`src/sv/lpht_pkg.sv`:
```
`timescale 1ns / 1ps
// Shared types, codes and sizes for the linear-probing hash table.
// No dependencies; imported by every module of the block but lpht_ram.
package lpht_pkg;

  // Table geometry: slot count is a power of two, home slot is the low key bits
  localparam int SLOT_BITS  = 8;
  localparam int SLOTS      = 1 << SLOT_BITS;
  localparam int KEY_BITS   = 32;
  localparam int VALUE_BITS = 32;
  localparam int ENTRY_BITS = 9;
  localparam int TAG_BITS   = 2;

  // Operation codes
  localparam logic [1:0] FUNC_INSERT = 2'd0;
  localparam logic [1:0] FUNC_LOOKUP = 2'd1;
  localparam logic [1:0] FUNC_REMOVE = 2'd2;

  // Result status codes
  localparam logic [2:0] ST_INSERTED  = 3'd0;
  localparam logic [2:0] ST_UPDATED   = 3'd1;
  localparam logic [2:0] ST_FOUND     = 3'd2;
  localparam logic [2:0] ST_NOT_FOUND = 3'd3;
  localparam logic [2:0] ST_REMOVED   = 3'd4;
  localparam logic [2:0] ST_FULL      = 3'd5;

  // Slot tag codes
  localparam logic [TAG_BITS-1:0] TAG_EMPTY   = 2'd0;
  localparam logic [TAG_BITS-1:0] TAG_USED    = 2'd1;
  localparam logic [TAG_BITS-1:0] TAG_DELETED = 2'd2;

  typedef struct packed {
    logic [1:0]  func;
    logic [31:0] key;
    logic [31:0] value;
  } in_item_t;

  typedef struct packed {
    logic [2:0]  status;
    logic [31:0] found_value;
    logic [8:0]  entries;
  } out_item_t;

  // Controller to datapath
  typedef struct packed {
    logic load;
    logic advance;
    logic finish;
  } dp_cmd_t;

  // Datapath to controller: what the probed slot holds and if it is the last one
  typedef struct packed {
    logic hit;
    logic empty;
    logic last;
  } dp_stat_t;

endpackage

```
`src/sv/lpht_ctrl.sv`:
```
`timescale 1ns / 1ps
// Controller for the hash table: accepts items, steps the probe, owns out_valid.
// Depends on lpht_pkg.
module lpht_ctrl import lpht_pkg::*; (
  input  logic     clk,
  input  logic     rst_n,
  input  logic     in_valid,
  output logic     in_stall,
  output logic     out_valid,
  input  logic     out_stall,
  input  dp_stat_t stat,
  output dp_cmd_t  cmd
);

  typedef enum logic {
    S_IDLE,
    S_PROBE
  } state_t;

  state_t state_r, state_nxt;
  logic   out_valid_r, out_valid_nxt;
  logic   stop;
  logic   out_free;

  assign in_stall = (state_r != S_IDLE);
  assign stop     = stat.hit | stat.empty | stat.last;
  assign out_free = ~out_valid_r | ~out_stall;

  // Decode commands and next state
  always_comb begin
    cmd           = '0;
    state_nxt     = state_r;
    out_valid_nxt = out_valid_r & out_stall;
    case (state_r)
      S_IDLE: begin
        if (in_valid) begin
          cmd.load  = 1'b1;
          state_nxt = S_PROBE;
        end
      end
      S_PROBE: begin
        if (!stop) begin
          cmd.advance = 1'b1;
        end else if (out_free) begin
          cmd.finish    = 1'b1;
          out_valid_nxt = 1'b1;
          state_nxt     = S_IDLE;
        end
      end
      default: begin
        state_nxt = S_IDLE;
      end
    endcase
  end

  // Hold state and the result valid flag
  always_ff @(posedge clk) begin
    if (!rst_n) begin
      state_r     <= S_IDLE;
      out_valid_r <= 1'b0;
    end else begin
      state_r     <= state_nxt;
      out_valid_r <= out_valid_nxt;
    end
  end

  assign out_valid = out_valid_r;

endmodule

```
`config.mk`:
```
export PLATFORM = sky130hd
export DESIGN_NAME = lpht_ctrl
export DESIGN_NICKNAME = d
export VERILOG_FILES = /design/src/sv/lpht_pkg.sv /design/src/sv/lpht_ctrl.sv
export SDC_FILE = /design/constraint.sdc
export NUM_CORES = 1
export LEC_CHECK = 0
export ABC_AREA = 0
export BUFFER_PORTS_ARGS = -buffer_cell sky130_fd_sc_hd__buf_2
export CAP_MARGIN = 15
export CORE_AREA = 5 5 42 44
export DETAILED_ROUTE_END_ITERATION = 8
export DIE_AREA = 0 0 47 49
export PLACE_DENSITY = 0.3
export SLEW_MARGIN = 20
export SYNTH_ARGS = -nofsm -noshare
export SYNTH_HDL_FRONTEND = slang
export SYNTH_SLANG_ARGS = --single-unit
```
`constraint.sdc`:
```
create_clock -name clk -period 1.4 [get_ports clk]
set_clock_uncertainty 0.05 [all_clocks]
set_input_delay 0.28 -clock clk [delete_from_list [all_inputs] [get_ports clk]]
set_output_delay 0.28 -clock clk [all_outputs]
set_load 0.005 [all_outputs]
```
### After elaboration in Yosys (flattened, before gate mapping)

Index checks and enable logic that the tools add are counted.

* input port bits: 7
* logic and storage cells: 21
* register bits after elaboration: 2

* bitwise logic cells: 7
* multiplexer cells: 12

Operators by type and width (number)
* 1-bit 2-to-1 mux: 10
* 1-bit inverter: 3
* 1-bit OR: 3
* 2-bit 2-to-1 mux: 1
* 1-bit one-hot mux with 2 select lines: 1
* 1-bit bitwise AND: 1

### Depth between registers and ports, before layout

Gate-level depths: netlist of the first run.

* word-level depth: 5
* mapped depth: 2

### Least setup slack after synthesis of the first run

OpenSTA, ideal clock, no wires.

* path kind: flip-flop to output port
* from: reg state_r (netlist: in_stall)
* to: out cmd[1] (netlist name)
* buffers on the path: 0
* cell stages (with the launch flop): 2
* path slack: 357 ps
* arrival time: 713 ps
* cells stage by stage: dfxtp_1 -> nor4b_1

RTL lines
* from (decl): RTL line lpht_ctrl.sv:20 `state_t state_r, state_nxt;`
* from (signal assigned): RTL line lpht_ctrl.sv:62 `state_r <= state_nxt;`
* to (decl): RTL line lpht_ctrl.sv:12 `output dp_cmd_t cmd`

==> flow_metrics.tcl, run 1 <==
set metrics [dict create \
    vert_die_dim_um 49 \
    die_w_um 47 \
    antenna_violating_nets_post_route 0 \
    synth_top_cell_area_share_pct 36.8 \
    most_frequent_cell_after_synthesis "dfxtp_1" \
    power_frac_clock_pct 54.1 \
    yosys-top-cells-area "dfxtp_1 (37%), o31ai_4 (20%), o221a_1 (10%), nor4b_1 (8.0%), a21boi_0 (6.9%)" \
    gp_routability_congestion 0.745 \
    hold_violations 0 \
    period_minus_slack_ns 1.27 \
    slew_viol_final 0 \
    syn_nets 17 \
    synthesis.yosys.warnings 0 \
    cts_buffer_count 3 \
    worst_slew_margin_rel_pct 86.2 \
    std_cell_rows 14 \
    outcome "finished clean" \
    worst_setup_path_start_kind "flop" \
    initial_detailed_routing_violation_count 2 \
    whs_ns 0.258 \
    grt_max_degree 6 \
    tightestPinTransition_ns 0.207 \
    critical_setup_path_kind "reg -> out" \
    floorplan.initialDensity_pct 7.77 \
    grt_first_pass_wirelength_um 600 \
    die_area_sq_um 2300 \
    dp.cells 37 \
    post_synth_num_cell_types 9 \
    first_global_vias 153 \
    num_antenna_cells 0 \
    max-cap-violations 0 \
    worst_setup_hold_path_clk_slew_ns 0.03 \
    avgSynthCellArea_sq_um 10.9 \
    synth_top_flop_cell "dfxtp_1" \
    seq_area_frac_synth_pct 36.8 \
    drtPass1Iterations 4 \
    layout-drive-gt1-share_pct 70.8 \
    min_path_type "in -> reg" \
    dpl.hpwl_um 304 \
    cts_hold_buffers 0 \
    synth-edff-count 0 \
    critical-path-max-stage-delay_ns 0.37 \
    stdcell_count 40 \
    cts.repair_timing.setup_buffer_count 0 \
    achievable-frequency_ghz 0.785 \
    share_seq_of_total_power_pct 29.4 \
    power_after_layout_mw 0.232 \
    cts_repair_resize_count 0 \
    postSynthCellCount 10 \
    core_region_area_sq_um 1400 \
    post_drt_wl_per_cell_um 9.43 \
    library_cell_contributing_the_largest_single_delay_on_the_critical_path "dfxtp_2" \
    grt_setup_unrepaired "false" \
    worst_ep_arrival_ns 0.94 \
    pwr-share-comb_pct 16.5 \
    top_level_ports 12 \
    tritoncts "done" \
    timing.critical_path.fanout_max 5 \
    mappedNetlistArea_sq_um 109 \
    p_per_area_nw_per_um2 1090 \
    cts_max_path_buffers 2 \
    synth_area_leader_cell "dfxtp_1" \
    final.period_utilization_pct 90.9 \
    io_buffers 11 \
    cts_sinks 2 \
    power.switching_fraction_pct 23.1 \
    number_of_nets_at_the_end_of_the_flow 33 \
    flow.area_growth_from_synthesis_pct 96.6 \
    cell_internal_pwr_mw 0.179 \
    antenna_found_initial 0 \
    postSynth.asyncResetShare_pct 0 \
    grt-ovfl-total 0 \
    htreeDepth 1 \
    worst_path_required_ns 1.07 \
    net-switching-power_mw 0.0538 \
    root_buffer "clkbuf_4" \
    grt_util_all_layers_pct 4.50 \
    crit_path_end_kind "output port" \
    power.static_leakage_nw 0.0978 \
    critical_path_cell_by_cell "nor4b_2 > buf_2" \
    drc 0 \
    setup_viol 0 \
    ys_ff_latch 2 \
    detail_route.wirelength_um 377 \
    worst_skew_pair.late_latency_ns 0.22 \
    utilization_pct 15.3 \
    route.vias.total 143 \
    via_cell_ratio 3.58 \
    totalNegativeSetupSlack_ns 0 \
    peakVddDrop_v 0.000146 \
]
-- critical path, delay by kind of cell (launching register included) --
family | cells | cell delay [ns]
buffers and inverters | 1 | 0.15
AND/OR/NAND/NOR | 1 | 0.20
flip-flops | 1 | 0.37
-- power groups by stage --
stage          logic, mW  clock network [mW]  registers, mW
6_report          0.0383               0.126         0.0684
5_1_grt           0.0425               0.149         0.0691
4_1_cts           0.0378               0.136         0.0678
3_5_place_dp      0.0377                   0         0.0686
3_3_place_gp      0.0366                   0         0.0679
2_1_floorplan     0.0133                   0         0.0681
-- per-stage QoR --
step	area [sq um]	worst slack [ns]
floorplan	109	0.357
global placement	184	0.222
detailed placement	184	0.205
CTS	206	0.00544
global route	214	0.0365
finish	214	0.127
-- layer usage --
layer  part of all wire, %  GRT usage (%)  routed length [um]  up-vias
met1                    44           3.94                 167       60
met3                    27           6.27                 101        0
met4                     0           5.53                   0        0
met5                     0              0                   0        -
li1                      -              -                   -       68
met2                    29           3.85                 108       15
-- final timing paths --
check	start	to	slack [ns]	cells past startpoint
max	in_stall	cmd[1]	0.13	2
min	rst_n	in_stall	0.26	2
min reg2reg	out_valid	out_valid	0.42	2
max reg2reg	out_valid	in_stall	0.56	2
-- kinds of logic (layout without fill, tap and decap cells) --
family / after synthesis / in the layout / synth area share (%)
AO/OA/AOI/OAI: 3 / 3 / 36.8
buffers and inverters: 0 / 14 / 0
AND/OR/NAND/NOR: 5 / 5 / 26.4
flip-flops: 2 / 2 / 36.8
-- cell type report --
| class | instances | area (sq um) |
|---|---|---|
| fillers | 171 | 1190 |
| clock buffers | 3 | 22.5 |
| well taps | 16 | 20.0 |
| flip-flops and latches | 2 | 41.3 |
| repair buffers | 11 | 55.1 |
| multi-input cells | 8 | 75.1 |
-- placed cells by master (no fill, tap or decap), drive strengths merged --
cell type,n
buf,11
clkbuf,3
dfxtp,2
and2,1
o31ai,1
nor2,1
nor2b,1
nor4b,1
nand2,1
a21boi,1
o221a,1
-- registers in the layout, summed over array words and instances (netlist names) --
register   count
in_stall       1
out_valid      1
Power figures use the tool's default switching activity.
==> run 2: changes to the inputs <==
- BUFFER_PORTS_ARGS: -buffer_cell sky130_fd_sc_hd__buf_2 -> -buffer_cell sky130_fd_sc_hd__buf_4
==> run 2 against run 1 <==
Worst hold slack better by 0.0088 ns. Utilization up 1.5 points. Sequential share of layout area down 1.7 points. Count of clock-buffer cells in the layout unchanged. Highest routed layer is now met4. Non-clock buffer count unchanged. Sequential power about the same. Critical endpoint unchanged. Critical path depth unchanged. Design area up 9.9%.
==> flow_metrics.tcl, run 2 (synthesis results as in run 1) <==
set metrics [dict create \
    outcome "finished clean" \
    worst_setup_path_start_kind "flop" \
    worst_skew_pair.late_latency_ns 0.22 \
    route.vias.total 141 \
    dp.cells 37 \
    dp_area_sq_um 211 \
    root_buffer "clkbuf_4" \
    cts_max_path_buffers 2 \
    die_area_sq_um 2300 \
    hold_start "rst_n" \
    critical-path-max-stage-delay_ns 0.37 \
    stdcell_count 40 \
    library_cell_contributing_the_largest_single_delay_on_the_critical_path "dfxtp_2" \
    worst_slew_margin_rel_pct 83.7 \
    grt_util_all_layers_pct 4.43 \
    vert_die_dim_um 49 \
    slew_viol_final 0 \
    number_of_nets_at_the_end_of_the_flow 33 \
    cpLargestDelayFamily "flip-flops" \
    std_cell_rows 14 \
    critical_setup_path_kind "reg -> out" \
    cts_sinks 2 \
    floorplan.initialDensity_pct 7.77 \
    worst_r2r_startpoint "in_stall" \
    post-route-cell-area_sq_um 235 \
    drtPass1Iterations 2 \
    num_antenna_cells 0 \
    worst-r2r-setup-slack_ns 0.56 \
    setup_viol 0 \
    timing.critical_path.fanout_max 5 \
    detail_route.wirelength_um 378 \
    top_level_ports 12 \
    totalNegativeSetupSlack_ns 0 \
    cts_buffer_count 3 \
    htreeDepth 1 \
    grt_max_degree 6 \
    drc 0 \
    power.static_leakage_nw 0.104 \
    critical_path.startpoint "in_stall" \
    p_per_area_nw_per_um2 1030 \
    core_region_area_sq_um 1400 \
    flow.area_growth_from_synthesis_pct 116 \
    place_ws_ns 0.191 \
    grt_first_pass_wirelength_um 600 \
    antenna_found_initial 0 \
    tightestPinTransition_ns 0.241 \
    setup_ws_ns 0.0698 \
    worst_ep_arrival_ns 1.00 \
    io_buffers 11 \
    antenna_violating_nets_post_route 0 \
    cts.repair_timing.setup_buffer_count 0 \
    gp_routability_congestion 0.755 \
    mostFrequentLayoutCells "buf_4 (11), clkbuf_4 (3)" \
    grt_setup_unrepaired "false" \
    max-cap-violations 0 \
    initial_detailed_routing_violation_count 6 \
    utilization_pct 16.8 \
    min_path_type "in -> reg" \
    peakVddDrop_v 0.000141 \
    critical_path_cell_by_cell "nor4b_1 > buf_4" \
    hold_violations 0 \
    grt-ovfl-total 0 \
    via_cell_ratio 3.53 \
    final.period_utilization_pct 95.0 \
    worst_path_required_ns 1.07 \
    leading_cell_type_in_the_layout_fill_and_taps_excluded "buf_4" \
    period_minus_slack_ns 1.33 \
    tritoncts "done" \
    first_global_vias 157 \
    crit_path_end_kind "output port" \
    die_w_um 47 \
    achievable-frequency_ghz 0.752 \
    layout-drive-gt1-share_pct 66.7 \
    post_drt_wl_per_cell_um 9.45 \
    worst_setup_hold_path_clk_slew_ns 0.03 \
    worstPathBufferInverterCount 1 \
]
-- run 2: cell counts in the layout (fill, tap and decap cells not counted) --
Identical to the previous run, type by type.
-- run 2: worst paths after layout --
kind | endpoint | cells after the start
max | cmd[1] | 2
min | in_stall | 2
min reg2reg | out_valid | 2
max reg2reg | in_stall | 2
-- run 2: layer usage --
metal	vias to the layer above	routed length [um]	global-route usage, %
met3	2	90	3.69
li1	66	-	-
met5	-	0	0
met2	14	114	4.52
met1	59	157	3.93
met4	0	15	6.91
-- run 2: metrics by stage --
step / hold slack [ns] / total power, mW
floorplan: 0.372 / 0.0814
finish: 0.267 / 0.243
CTS: 0.259 / 0.254
global route: 0.269 / 0.261
detailed placement: 0.422 / 0.117
global placement: 0.415 / 0.115
-- run 2: power breakdown --
group,switching (mW),internal (mW),total (mW)
clock network,0.0331,0.0945,0.128
registers,0.00575,0.0627,0.0685
logic,0.0163,0.0307,0.0470
total,0.0552,0.188,0.243
-- run 2: what timing repair did --
item / in CTS / in global routing
setup endpoints to repair: 1 / 0
hold buffers: 0 / 0
hold endpoints to repair: 0 / 0
resized for setup: 1 / 0
-- run 2: final cells by class --
| cell class | instances | area [sq um] |
|---|---|---|
| Clock buffer | 3 | 22.5 |
| Fill cell | 167 | 1170 |
| Multi-Input combinational cell | 8 | 68.8 |
| Sequential cell | 2 | 41.3 |
| Tap cell | 16 | 20.0 |
| Timing Repair Buffer | 11 | 82.6 |
